==> config.mk <==
export PLATFORM = sky130hd
export DESIGN_NAME = director_field_frank_energy
export DESIGN_NICKNAME = d
export VERILOG_FILES = /design/src/rtl/dffe_pkg.sv /design/src/rtl/dffe_ctrl.sv /design/src/rtl/dffe_dp.sv /design/src/rtl/director_field_frank_energy.sv
export SDC_FILE = /design/constraint.sdc
export NUM_CORES = 2
export LEC_CHECK = 0
export BUFFER_PORTS_ARGS = -buffer_cell sky130_fd_sc_hd__buf_2
export CORE_MARGIN = 2
export CORE_UTILIZATION = 50
export DETAILED_ROUTE_END_ITERATION = 16
export PLACE_DENSITY = 0.69
export SYNTH_ARGS = -nofsm -noshare
export SYNTH_HDL_FRONTEND = slang
export SYNTH_SLANG_ARGS = --single-unit
==> constraint.sdc <==
create_clock -name clk_i -period 14.6 [get_ports clk_i]
set_clock_uncertainty 0.05 [all_clocks]
set_input_delay 0.73 -clock clk_i [delete_from_list [all_inputs] [get_ports clk_i]]
set_output_delay 0.73 -clock clk_i [all_outputs]
set_load 0.02 [all_outputs]
==> src/rtl/dffe_pkg.sv <==
// ----------------------------------------------------------------------------
// dffe_pkg
// Shared types, constants and tables of the director field energy block.
// ----------------------------------------------------------------------------
package dffe_pkg;

  localparam int unsigned ANGLE_BITS_DEF = 16;
  localparam int unsigned FIELD_W        = 16;
  localparam int unsigned COEF_W         = 16;
  localparam int unsigned ENERGY_W       = 42;
  localparam int unsigned TOTAL_W        = 63;
  localparam int unsigned CFG_IDX_W      = 2;
  localparam int unsigned CORDIC_STEPS   = 16;
  localparam int unsigned STEP_W         = 4;
  localparam int unsigned ANG_IDX_W      = 3;
  localparam int unsigned NUM_ANGLES     = 5;
  localparam int unsigned SQ_IDX_W       = 3;
  localparam int unsigned NUM_SQ         = 8;
  localparam int unsigned SCL_IDX_W      = 2;
  localparam int unsigned NUM_SCL        = 4;

  // register indexes
  localparam logic [CFG_IDX_W-1:0] CFG_SPLAY_COEF = CFG_IDX_W'(0);
  localparam logic [CFG_IDX_W-1:0] CFG_BEND_COEF  = CFG_IDX_W'(1);

  localparam logic [COEF_W-1:0] SPLAY_COEF_RST = COEF_W'(256);
  localparam logic [COEF_W-1:0] BEND_COEF_RST  = COEF_W'(256);

  // cordic datapath
  localparam int unsigned CW = 34;
  localparam logic signed [CW-1:0] CORDIC_GAIN = CW'(652032875);

  typedef struct packed {
    logic [FIELD_W-1:0] center_angle;
    logic [FIELD_W-1:0] left_angle;
    logic [FIELD_W-1:0] right_angle;
    logic [FIELD_W-1:0] down_angle;
    logic [FIELD_W-1:0] up_angle;
    logic               cell_locked;
    logic               last_cell;
  } in_item_t;

  typedef struct packed {
    logic [ENERGY_W-1:0] cell_energy;
    logic [TOTAL_W-1:0]  energy_total;
    logic                total_done;
  } out_item_t;

  typedef enum logic [2:0] {
    ST_IDLE,
    ST_INIT,
    ST_ROT,
    ST_STORE,
    ST_SQ,
    ST_SCALE,
    ST_DONE
  } ctrl_state_e;

  typedef struct packed {
    logic                 load;
    logic                 cinit;
    logic                 cstep;
    logic                 cstore;
    logic [ANG_IDX_W-1:0] ang;
    logic [STEP_W-1:0]    stp;
    logic                 sq;
    logic [SQ_IDX_W-1:0]  sqi;
    logic                 scl;
    logic [SCL_IDX_W-1:0] scli;
    logic                 fin;
  } dp_cmd_t;

  typedef struct packed {
    logic locked;
    logic out_free;
  } dp_sts_t;

  // atan(2^-i) in units of 2^-32 turn
  function automatic logic signed [CW-1:0] atan_lut(input logic [STEP_W-1:0] i);
    logic signed [CW-1:0] r;
    case (i)
      4'd0:    r = CW'(536870912);
      4'd1:    r = CW'(316933406);
      4'd2:    r = CW'(167458907);
      4'd3:    r = CW'(85004756);
      4'd4:    r = CW'(42667331);
      4'd5:    r = CW'(21354465);
      4'd6:    r = CW'(10679838);
      4'd7:    r = CW'(5340245);
      4'd8:    r = CW'(2670163);
      4'd9:    r = CW'(1335087);
      4'd10:   r = CW'(667544);
      4'd11:   r = CW'(333772);
      4'd12:   r = CW'(166886);
      4'd13:   r = CW'(83443);
      4'd14:   r = CW'(41722);
      default: r = CW'(20861);
    endcase
    return r;
  endfunction

endpackage

==> src/rtl/dffe_ctrl.sv <==
// ----------------------------------------------------------------------------
// dffe_ctrl
// Sequencer: five cordic passes, eight squares, four scale products, result; a locked cell goes straight to the result.
// ----------------------------------------------------------------------------
module dffe_ctrl (
  input  logic             clk_i,
  input  logic             rst_ni,
  input  logic             in_valid_i,
  output logic             in_stall_o,
  output dffe_pkg::dp_cmd_t cmd_o,
  input  dffe_pkg::dp_sts_t sts_i
);
  import dffe_pkg::*;

  ctrl_state_e          state_q, state_d;
  logic [ANG_IDX_W-1:0] ang_q, ang_d;
  logic [STEP_W-1:0]    stp_q, stp_d;
  logic [SQ_IDX_W-1:0]  sqi_q, sqi_d;
  logic [SCL_IDX_W-1:0] scli_q, scli_d;

  always_ff @(posedge clk_i or negedge rst_ni) begin
    if (!rst_ni) begin
      state_q <= ST_IDLE;
      ang_q   <= '0;
      stp_q   <= '0;
      sqi_q   <= '0;
      scli_q  <= '0;
    end else begin
      state_q <= state_d;
      ang_q   <= ang_d;
      stp_q   <= stp_d;
      sqi_q   <= sqi_d;
      scli_q  <= scli_d;
    end
  end

  assign in_stall_o = (state_q != ST_IDLE);

  always_comb begin
    state_d = state_q;
    ang_d   = ang_q;
    stp_d   = stp_q;
    sqi_d   = sqi_q;
    scli_d  = scli_q;
    cmd_o      = '0;
    cmd_o.ang  = ang_q;
    cmd_o.stp  = stp_q;
    cmd_o.sqi  = sqi_q;
    cmd_o.scli = scli_q;
    case (state_q)
      ST_IDLE: begin
        if (in_valid_i) begin
          cmd_o.load = 1'b1;
          ang_d      = '0;
          state_d    = ST_INIT;
        end
      end
      ST_INIT: begin
        if (sts_i.locked) begin
          state_d = ST_DONE;
        end else begin
          cmd_o.cinit = 1'b1;
          stp_d       = '0;
          state_d     = ST_ROT;
        end
      end
      ST_ROT: begin
        cmd_o.cstep = 1'b1;
        stp_d       = stp_q + 1'b1;
        if (stp_q == STEP_W'(CORDIC_STEPS - 1)) state_d = ST_STORE;
      end
      ST_STORE: begin
        cmd_o.cstore = 1'b1;
        if (ang_q == ANG_IDX_W'(NUM_ANGLES - 1)) begin
          sqi_d   = '0;
          state_d = ST_SQ;
        end else begin
          ang_d   = ang_q + 1'b1;
          state_d = ST_INIT;
        end
      end
      ST_SQ: begin
        cmd_o.sq = 1'b1;
        sqi_d    = sqi_q + 1'b1;
        if (sqi_q == SQ_IDX_W'(NUM_SQ - 1)) begin
          scli_d  = '0;
          state_d = ST_SCALE;
        end
      end
      ST_SCALE: begin
        cmd_o.scl = 1'b1;
        scli_d    = scli_q + 1'b1;
        if (scli_q == SCL_IDX_W'(NUM_SCL - 1)) state_d = ST_DONE;
      end
      ST_DONE: begin
        if (sts_i.out_free) begin
          cmd_o.fin = 1'b1;
          state_d   = ST_IDLE;
        end
      end
      default: state_d = ST_IDLE;
    endcase
  end

endmodule

==> src/rtl/dffe_dp.sv <==
// ----------------------------------------------------------------------------
// dffe_dp
// Datapath: folding, shared cordic, shared multiplier, energy and total.
// ----------------------------------------------------------------------------
module dffe_dp #(
  parameter int unsigned ANGLE_BITS = dffe_pkg::ANGLE_BITS_DEF
) (
  input  logic                           clk_i,
  input  logic                           rst_ni,
  input  dffe_pkg::in_item_t             in_item_i,
  input  logic                           cfg_we_i,
  input  logic [dffe_pkg::CFG_IDX_W-1:0] cfg_index_i,
  input  logic [dffe_pkg::COEF_W-1:0]    cfg_data_i,
  input  dffe_pkg::dp_cmd_t              cmd_i,
  output dffe_pkg::dp_sts_t              sts_o,
  output logic                           out_valid_o,
  input  logic                           out_stall_i,
  output dffe_pkg::out_item_t            out_item_o
);
  import dffe_pkg::*;

  localparam int unsigned AB = ANGLE_BITS;
  localparam logic [AB-1:0] QTR = AB'(1) << (AB - 2);
  localparam logic [AB:0]   QTR3 = (AB + 1)'(3) * (AB + 1)'(QTR);
  localparam int unsigned QW = 17;   // q15 value with sign, +-1.0
  localparam int unsigned DW = 18;   // difference
  localparam int unsigned TW = 19;   // splay or bend term
  localparam int unsigned SW = 37;   // sum of four squares
  localparam int unsigned MW = 21;   // multiplier operand
  localparam int unsigned EW = 56;   // weighted sum before the shift
  localparam int unsigned CHUNK = 20;

  logic [COEF_W-1:0] splay_coef_q, bend_coef_q;
  in_item_t          item_q;

  always_ff @(posedge clk_i or negedge rst_ni) begin
    if (!rst_ni) begin
      splay_coef_q <= SPLAY_COEF_RST;
      bend_coef_q  <= BEND_COEF_RST;
    end else if (cfg_we_i) begin
      if (cfg_index_i == CFG_SPLAY_COEF) splay_coef_q <= cfg_data_i;
      if (cfg_index_i == CFG_BEND_COEF)  bend_coef_q  <= cfg_data_i;
    end
  end

  always_ff @(posedge clk_i) begin
    if (cmd_i.load) item_q <= in_item_i;
  end

  assign sts_o.locked = item_q.cell_locked;

  // angle selection and head-tail folding
  logic [AB-1:0] ctr_a, nb_a, diff_a, sel_a;

  function automatic logic [AB-1:0] trim(input logic [FIELD_W-1:0] v);
    logic [31:0] e;
    e = 32'(v);
    return e[AB-1:0];
  endfunction

  always_comb begin
    ctr_a = trim(item_q.center_angle);
    case (cmd_i.ang)
      3'd1:    nb_a = trim(item_q.left_angle);
      3'd2:    nb_a = trim(item_q.right_angle);
      3'd3:    nb_a = trim(item_q.down_angle);
      default: nb_a = trim(item_q.up_angle);
    endcase
    diff_a = nb_a - ctr_a;
    if (cmd_i.ang == '0) begin
      sel_a = ctr_a;
    end else if (diff_a > QTR && (AB + 1)'(diff_a) < QTR3) begin
      sel_a = nb_a + (QTR << 1);
    end else begin
      sel_a = nb_a;
    end
  end

  // cordic, one step a cycle
  logic signed [CW-1:0] x_q, y_q, z_q;
  logic                 flip_q;
  logic [31:0]          ph, ph_f;
  logic                 flip;
  logic signed [CW-1:0] dx, dy, at;

  always_comb begin
    ph   = 32'(sel_a) << (32 - AB);
    flip = ph[31] ^ ph[30];
    ph_f = {ph[31] ^ flip, ph[30:0]};
    dx   = y_q >>> cmd_i.stp;
    dy   = x_q >>> cmd_i.stp;
    at   = atan_lut(cmd_i.stp);
  end

  always_ff @(posedge clk_i) begin
    if (cmd_i.cinit) begin
      x_q    <= CORDIC_GAIN;
      y_q    <= '0;
      z_q    <= CW'($signed(ph_f));
      flip_q <= flip;
    end else if (cmd_i.cstep) begin
      if (!z_q[CW-1]) begin
        x_q <= x_q - dx;
        y_q <= y_q + dy;
        z_q <= z_q - at;
      end else begin
        x_q <= x_q + dx;
        y_q <= y_q - dy;
        z_q <= z_q + at;
      end
    end
  end

  function automatic logic signed [QW-1:0] to_q15(input logic signed [CW-1:0] v,
                                                 input logic neg);
    logic signed [CW-1:0] t;
    logic signed [QW-1:0] r;
    t = (v + CW'(16384)) >>> 15;
    if (t > CW'(32768))       r = QW'(32768);
    else if (t < -CW'(32768)) r = -QW'(32768);
    else                      r = t[QW-1:0];
    return neg ? -r : r;
  endfunction

  logic signed [QW-1:0] s_q [NUM_ANGLES];
  logic signed [QW-1:0] c_q [NUM_ANGLES];

  always_ff @(posedge clk_i) begin
    if (cmd_i.cstore) begin
      s_q[cmd_i.ang] <= to_q15(y_q, flip_q);
      c_q[cmd_i.ang] <= to_q15(x_q, flip_q);
    end
  end

  // differences to the center: 1 left, 2 right, 3 down, 4 up
  logic signed [DW-1:0] ds [1:4];
  logic signed [DW-1:0] dc [1:4];
  always_comb begin
    for (int k = 1; k < 5; k++) begin
      ds[k] = DW'(s_q[k]) - DW'(s_q[0]);
      dc[k] = DW'(c_q[k]) - DW'(c_q[0]);
    end
  end

  logic signed [TW-1:0] term;
  always_comb begin
    case (cmd_i.sqi)
      3'd0:    term = TW'(dc[2]) + TW'(ds[4]);
      3'd1:    term = TW'(dc[1]) + TW'(ds[4]);
      3'd2:    term = TW'(dc[2]) + TW'(ds[3]);
      3'd3:    term = TW'(dc[1]) + TW'(ds[3]);
      3'd4:    term = TW'(ds[1]) - TW'(dc[4]);
      3'd5:    term = TW'(ds[2]) - TW'(dc[4]);
      3'd6:    term = TW'(ds[1]) - TW'(dc[3]);
      default: term = TW'(ds[2]) - TW'(dc[3]);
    endcase
  end

  // shared multiplier: squares, then coefficient times 20-bit chunks
  logic [SW-1:0]        splay_q, bend_q;
  logic [EW-1:0]        esum_q;
  logic signed [MW-1:0] mul_a, mul_b;
  logic signed [2*MW-1:0] prod;
  logic [COEF_W-1:0]    coef;
  logic [SW-1:0]        src;
  logic [CHUNK-1:0]     chunk;
  logic [EW-1:0]        part;

  always_comb begin
    coef  = cmd_i.scli[1] ? bend_coef_q : splay_coef_q;
    src   = cmd_i.scli[1] ? bend_q : splay_q;
    chunk = cmd_i.scli[0] ? CHUNK'(src[SW-1:CHUNK]) : src[CHUNK-1:0];
    if (cmd_i.sq) begin
      mul_a = MW'(term);
      mul_b = MW'(term);
    end else begin
      mul_a = MW'({1'b0, coef});
      mul_b = MW'({1'b0, chunk});
    end
    prod = mul_a * mul_b;
    part = EW'(prod[COEF_W+CHUNK-1:0]) << (cmd_i.scli[0] ? CHUNK : 0);
  end

  always_ff @(posedge clk_i) begin
    if (cmd_i.load) begin
      splay_q <= '0;
      bend_q  <= '0;
      esum_q  <= '0;
    end else if (cmd_i.sq) begin
      if (!cmd_i.sqi[2]) splay_q <= splay_q + prod[SW-1:0];
      else               bend_q  <= bend_q + prod[SW-1:0];
    end else if (cmd_i.scl) begin
      esum_q <= esum_q + part;
    end
  end

  // energy, saturating total and the output register
  logic [EW-9:0]      eshift;
  logic [ENERGY_W-1:0] energy;
  logic [TOTAL_W:0]    tsum;
  logic [TOTAL_W-1:0]  total;
  logic [TOTAL_W-1:0]  acc_q;
  logic                out_valid_q;
  out_item_t           out_q;

  always_comb begin
    eshift = esum_q[EW-1:8];
    if (item_q.cell_locked)              energy = '0;
    else if (|eshift[EW-9:ENERGY_W])     energy = '1;
    else                                 energy = eshift[ENERGY_W-1:0];
    tsum  = (TOTAL_W + 1)'(acc_q) + (TOTAL_W + 1)'(energy);
    total = tsum[TOTAL_W] ? '1 : tsum[TOTAL_W-1:0];
  end

  assign sts_o.out_free = !out_valid_q || !out_stall_i;

  always_ff @(posedge clk_i or negedge rst_ni) begin
    if (!rst_ni) begin
      acc_q       <= '0;
      out_valid_q <= 1'b0;
    end else begin
      if (cmd_i.fin) begin
        acc_q       <= item_q.last_cell ? '0 : total;
        out_valid_q <= 1'b1;
      end else if (!out_stall_i) begin
        out_valid_q <= 1'b0;
      end
    end
  end

  always_ff @(posedge clk_i) begin
    if (cmd_i.fin) begin
      out_q.cell_energy  <= energy;
      out_q.energy_total <= total;
      out_q.total_done   <= item_q.last_cell;
    end
  end

  assign out_valid_o = out_valid_q;
  assign out_item_o  = out_q;

endmodule

==> src/rtl/director_field_frank_energy.sv <==
// ----------------------------------------------------------------------------
// director_field_frank_energy
// Splay and bend elastic energy of a 2D director field, one cell per beat,
// with a saturating grid total.
// ----------------------------------------------------------------------------
//  channel  direction  handshake            payload
//  in       input      in_valid / in_stall  in_item_t (five angles, flags)
//  out      output     out_valid / out_stall out_item_t (energy, total, done)
//  cfg      input      cfg_valid / cfg_ready index and 16-bit coefficient
//
//  an unlocked cell runs the accept state, five cordic passes on one shared
//  rotator, eight squares and four scale products on one shared multiplier,
//  then the result state; a locked cell goes from init straight to the result
//  the finished beat sits in the output register, so a new cell is taken
//  while the previous result is stalled
//  reset clears the total and sets both coefficients to 1.0
// ----------------------------------------------------------------------------
module director_field_frank_energy #(
  parameter int unsigned ANGLE_BITS = dffe_pkg::ANGLE_BITS_DEF
) (
  input  logic                           clk_i,
  input  logic                           rst_ni,
  input  logic                           in_valid_i,
  output logic                           in_stall_o,
  input  dffe_pkg::in_item_t             in_item_i,
  output logic                           out_valid_o,
  input  logic                           out_stall_i,
  output dffe_pkg::out_item_t            out_item_o,
  input  logic                           cfg_valid_i,
  output logic                           cfg_ready_o,
  input  logic [dffe_pkg::CFG_IDX_W-1:0] cfg_index_i,
  input  logic [dffe_pkg::COEF_W-1:0]    cfg_data_i
);
  import dffe_pkg::*;

  dp_cmd_t cmd;
  dp_sts_t sts;

  assign cfg_ready_o = 1'b1;

  dffe_ctrl u_ctrl (
    .clk_i      (clk_i),
    .rst_ni     (rst_ni),
    .in_valid_i (in_valid_i),
    .in_stall_o (in_stall_o),
    .cmd_o      (cmd),
    .sts_i      (sts)
  );

  dffe_dp #(
    .ANGLE_BITS (ANGLE_BITS)
  ) u_dp (
    .clk_i       (clk_i),
    .rst_ni      (rst_ni),
    .in_item_i   (in_item_i),
    .cfg_we_i    (cfg_valid_i & cfg_ready_o),
    .cfg_index_i (cfg_index_i),
    .cfg_data_i  (cfg_data_i),
    .cmd_i       (cmd),
    .sts_o       (sts),
    .out_valid_o (out_valid_o),
    .out_stall_i (out_stall_i),
    .out_item_o  (out_item_o)
  );

endmodule
; ---- Word-level counts from Yosys, hierarchy flattened
; Memory sizes are Yosys's and may differ from the RTL's.
; Index checks and enable logic that the tools add are counted.
[classes]
muxes = 58
shift = 3
n_mul = 1
n_eq_ne = 29
n_reduce_logical = 25
n_bitwise = 4
n_lt_le_gt_ge = 6
addsub = 36
[ops]
columns = operator, count
row1 = two-way mux 34 bit, 5
row2 = subtractor 17 x 17 -> 18 bit, 8
row3 = two-way mux 17 bit, 8
row4 = case mux 19 bit (7 select lines), 1
row5 = two-way mux 63 bit, 2
row6 = adder 34 bit, 3
row7 = subtractor 34 bit, 3
row8 = two-way mux 42 bit, 2
row9 = adder 18 x 18 -> 19 bit, 4
row10 = subtractor 18 x 18 -> 19 bit, 4
row11 = adder 37 bit, 2
row12 = adder 34 x 16 -> 34 bit (second input constant), 2
row13 = >>> shifter 34 x 4 -> 34 bit, 2
row14 = adder 63 x 42 -> 64 bit, 1
row15 = adder 56 bit, 1
row16 = left shift 36 x 32 -> 56 bit, 1
row17 = two-way mux 16 bit, 3
row18 = case mux 16 bit (3 select lines), 1
row19 = two-way mux 21 bit, 2
row20 = greater-than comparator 19 x 17 -> 1 bit (second input constant), 2
row21 = < comparator 19 x 16 -> 1 bit (second input constant), 2
row22 = multiplier 21 x 21 -> 37 bit, 1
row23 = two-way mux 37 bit, 1
row24 = negator 17 bit, 2
row25 = other kinds (38), 99
[word_totals]
register_bits = 532
word_cells = 192
n_memories = 3
output_inout_bits = 109
mem_bits_ro = 480
ram_bits = 170
inputBits = 105
[mem_list]
columns = memory, depth, word_bits, rd, rd_clocked_by_memory_dff, wr, line_no
row1 = (no name shown), 16, 30, 1, 0, 0, dffe_pkg.sv:81  ; case (i)
row2 = u_dp.c_q, 5, 17, 5, 0, 1, dffe_dp.sv:126  ; logic signed [QW-1:0] c_q [NUM_ANGLES];
row3 = u_dp.s_q, 5, 17, 5, 0, 1, dffe_dp.sv:125  ; logic signed [QW-1:0] s_q [NUM_ANGLES];

; ---- Longest topological paths before layout
[logic_depth]
word_depth = 10
depth_mapped = 73
depth_no_buf = 71

; ---- By module
; Synthesis repeated with hierarchy kept, for this count alone.
[unflattened]
cells_unflattened = 8125
hier_area_um2 = 72075.4
[by_module_without_submodules]
columns = module, cells_per_inst, seq_area_each_um2, area_per_inst_um2, instances
row1 = dffe_dp, 8026, 18009.8, 71160.7, 1
row2 = dffe_ctrl, 97, 375.4, 903.4, 1
row3 = director_field_frank_energy, 2, 0.0, 11.3, 1

; ---- Worst setup path before layout
; OpenSTA, ideal clock, no wires.
[synth_path]
kind = flip-flop to flip-flop
start = memory u_dp.s_q[0][1]
end = register u_dp.esum_q[54]
required_ns = 14.479
stages_incl_launch_ff = 70
synth_period_minus_slack_ns = 14.435
arrival_ns = 14.314
setup_time_ns = 0.071
setup_slack_ns = 0.165
path_buffers = 2
path_cell_list = edfxtp_1 inv_1 ha_1 nor2b_1 o21ai_0 a21boi_0 o21ai_0 nand2b_1 a21o_1 a21oi_1 o21ai_0 o41ai_1 o21ai_0 o21a_1 nor2_1 xnor2_1 mux2_2 ha_1 (+34 left out) nor2_1 xnor2_1 mux2_2 ha_1 a21o_1 a21o_1 a21oi_1 o21ai_0 a21o_1 a21o_1 a22oi_1 o311a_1 nor3_1 a221o_1 a21oi_1 xnor2_1 nand2_1 a21oi_1
[synth_lines]
columns = element, line_no
row1 = from (decl), dffe_dp.sv:125
row2 = to (signal assigned), dffe_dp.sv:193  ; esum_q <= esum_q + part;
row3 = to (decl), dffe_dp.sv:161  ; logic [EW-1:0] esum_q;

==> qor.yml <==
outcome: "finished clean"
grt_pass1_vias: 58400
endpoint: "u_dp.esum_q[55]"
track_usage_pct: 28.3
fp-row-count: 137
regArea_um2: 18400
cts_buffers: 80
layout_min_cycle_time_ns: 14.17
grt_setup_unrepaired: "yes"
max_freq_mhz: 70.6
cts_tree: "done"
worst_pin_slew_ns: 1.28
r2r_slack_ns: 0.43
drive_above_1_share_pct: 14.4
postRouteAntennaNets: 0
dieArea_um2: 144000
wl_per_cell_um: 19.8
crit_type: "reg -> reg"
io_buffers: 212
max_stage_delay_ns: 0.56
area_delta_synth_final_pct: 13.3
grt_max_degree: 89
die_width_um: 379
wl_mm: 205
ys_seq_elements: 702
rr_worst_depth: 67
vias: 59700
relSlewSlack_pct: 14.0
grt_pass1_wl_mm: 323
slew_violations: 0
syn_area_per_cell_um2: 8.87
cts.sinks: 702
arrival_ns: 14.70
synth_cell_types: 95
yosysWarningCount: 0
first_iter_violations: 5066
cp.required_ns: 15.13
die_h_um: 379
top_level_ports: 214
antenna_found_initial: 5
place.gp.congestion: 0.987
crit_start: "u_dp.s_q[0][0]"
cp_slowest_cell: "fa_1"
nFillCells: 12500
worst-path-stages: 67
synth_top_area_share_pct: 16.1
path_buf_inv: 15
hold_viol: 0
setup_viol: 0
synth_enable_flop_cells: 377
end_kind: "register"
viasPerCell: 5.77
dpl_cell_area_um2: 76200
async_flop_share_pct: 15.8
rr_endpoint: "u_dp.esum_q[55]"
reg2reg_from: "u_dp.s_q[0][0]"
syn_area_um2: 70400
postSynthCellCount: 7941
coreArea_um2: 140000
cap_violations: 0
clockBufferDepth: 3
htree_levels: 3
hold_start: "in_item_i[0]"
start_kind: "register"
synth_area_leader_cell: "edfxtp_1"
drc_errors: 0
dr.pass1.iters: 6
clk_pin_slew_ns: 0.06
cts-root-buf: "clkbuf_16"
critical-path-top-delay-family: "adder cells"
place_hpwl_mm: 159
nNetsFinal: 9533
ys_seq_area_share_pct: 26.1
clk_latency_ns: 0.71
synth_area_leaders: "edfxtp_1 16%, fa_1 12%, ha_1 11%"
ys.flop_type: "edfxtp_1"
overflow: 0
multi_input_area_um2: 48700
fin_area_um2: 79800
hp-class: "in -> reg"
start_util_pct: 50.4
period_share_pct: 97.1
critPathMaxFanout: 7
synth_fp_nets: 9078
## layer usage
metal / GRT usage [%] / vias up / wire length, um
li1: - / 28500 / -
met1: 39.3 / 29000 / 90500
met2: 45.6 / 1871 / 94000
met3: 4.00 / 330 / 13500
met4: 9.11 / 8 / 6490
met5: 0 / - / 61
## layout by cell type, fill, tap and decap left out, drive strengths merged, types with 377 or more instances in the layout
| cell | n |
|---|---|
| xnor2 | 388 |
| buf | 710 |
| nand2 | 1010 |
| a21oi | 632 |
| o21ai | 405 |
| nor2 | 574 |
| edfxtp | 377 |
| ha | 617 |
| fa | 415 |
| inv | 739 |
## flip-flops by register name, indices dropped and copies added, names as in the netlist, 2 cells and up
register,count
u_dp.out_item_o,106
u_dp.c_q,85
u_dp.s_q,85
u_dp.item_q,65
u_dp.acc_q,63
u_dp.esum_q,56
u_dp.bend_q,37
u_dp.splay_q,37
u_dp.x_q,34
u_dp.y_q,34
u_dp.z_q,34
u_dp.bend_coef_q,16
u_dp.ctr_a,16
u_dp.splay_coef_q,16
u_ctrl.stp_q,4
u_ctrl.ang_q,3
u_ctrl.sqi_q,3
u_ctrl.state_q,3
u_ctrl.scli_q,2
## synthesized netlist by cell type, drive strengths merged (51+ instances only)
| cell | n |
|---|---|
| a21o | 233 |
| a21oi | 632 |
| a22o | 51 |
| a31oi | 59 |
| and2 | 119 |
| and3 | 68 |
| buf | 58 |
| clkbuf | 281 |
| dfrtp | 109 |
| dfxtp | 214 |
| edfxtp | 377 |
| fa | 415 |
| ha | 617 |
| inv | 732 |
| mux2 | 85 |
| mux2i | 120 |
| mux4 | 98 |
| nand2 | 1010 |
| nand2b | 84 |
| nand3 | 133 |
| nor2 | 574 |
| nor2b | 120 |
| nor3 | 92 |
| o21a | 66 |
| o21ai | 405 |
| o21bai | 73 |
| xnor2 | 388 |
| xor2 | 198 |
## cell type report
type / instances / area share, %
Antenna cell: 2 / 0.00627
Clock inverter: 44 / 0.649
Tap cell: 1876 / 2.94
Clock buffer: 106 / 2.72
Multi-Input combinational cell: 6167 / 61.0
Timing Repair Buffer: 712 / 6.14
Sequential cell: 702 / 23.1
Inverter: 733 / 3.46
## metrics by stage
| stage | setup TNS [ns] | hold slack [ns] | instances | setup slack, ns | utilization, % |
|---|---|---|---|---|---|
| after floorplan | 0 | 0.382 | 7941 | 0.165 | - |
| after global placement | -1.16 | 0.392 | 10200 | -0.261 | 54.5 |
| after detailed placement | -3.63 | 0.402 | 10200 | -0.547 | 54.5 |
| after CTS | 0 | 0.0941 | 10300 | 0.00486 | 56.5 |
| after global routing | -0.792 | 0.129 | 10300 | -0.182 | 57.1 |
| final | 0 | 0.139 | 10300 | 0.427 | 57.1 |
## what timing repair did
item,in CTS,in global routing
cloned,0,1
buffers inserted,2,28
hold buffers,1,0
endpoints found under the setup margin,17,33
resized for setup,41,198
hold endpoints to repair,30,0
pin swaps,6,89
## cells by family after synthesis
logic type	Yosys count	synth area share, %
AOI/OAI and AO/OA	1859	16.4
xor gates and xnor gates	586	7.29
adders and majority gates	1032	22.8
buffers and inverters	1072	5.80
DFF	702	26.1
muxes	303	6.22
other	1	0.00532
and+or+nand+nor	2386	15.4
## how the worst min path moves through the flow
stage          slack [ns]              end  cells past startpoint
6_report             0.14   u_dp.item_q[0]                      1
3_5_place_dp         0.40   u_dp.esum_q[4]                      2
5_1_grt              0.13  u_dp.item_q[46]                      1
4_1_cts              0.09  u_dp.item_q[43]                      1
3_3_place_gp         0.39     u_dp.z_q[11]                      2
2_1_floorplan        0.38  u_ctrl.ang_q[0]                      0
Power is left out: the tool's default activity adds up to more than one toggle a clock period on the data nets, which glitch-free logic cannot reach.
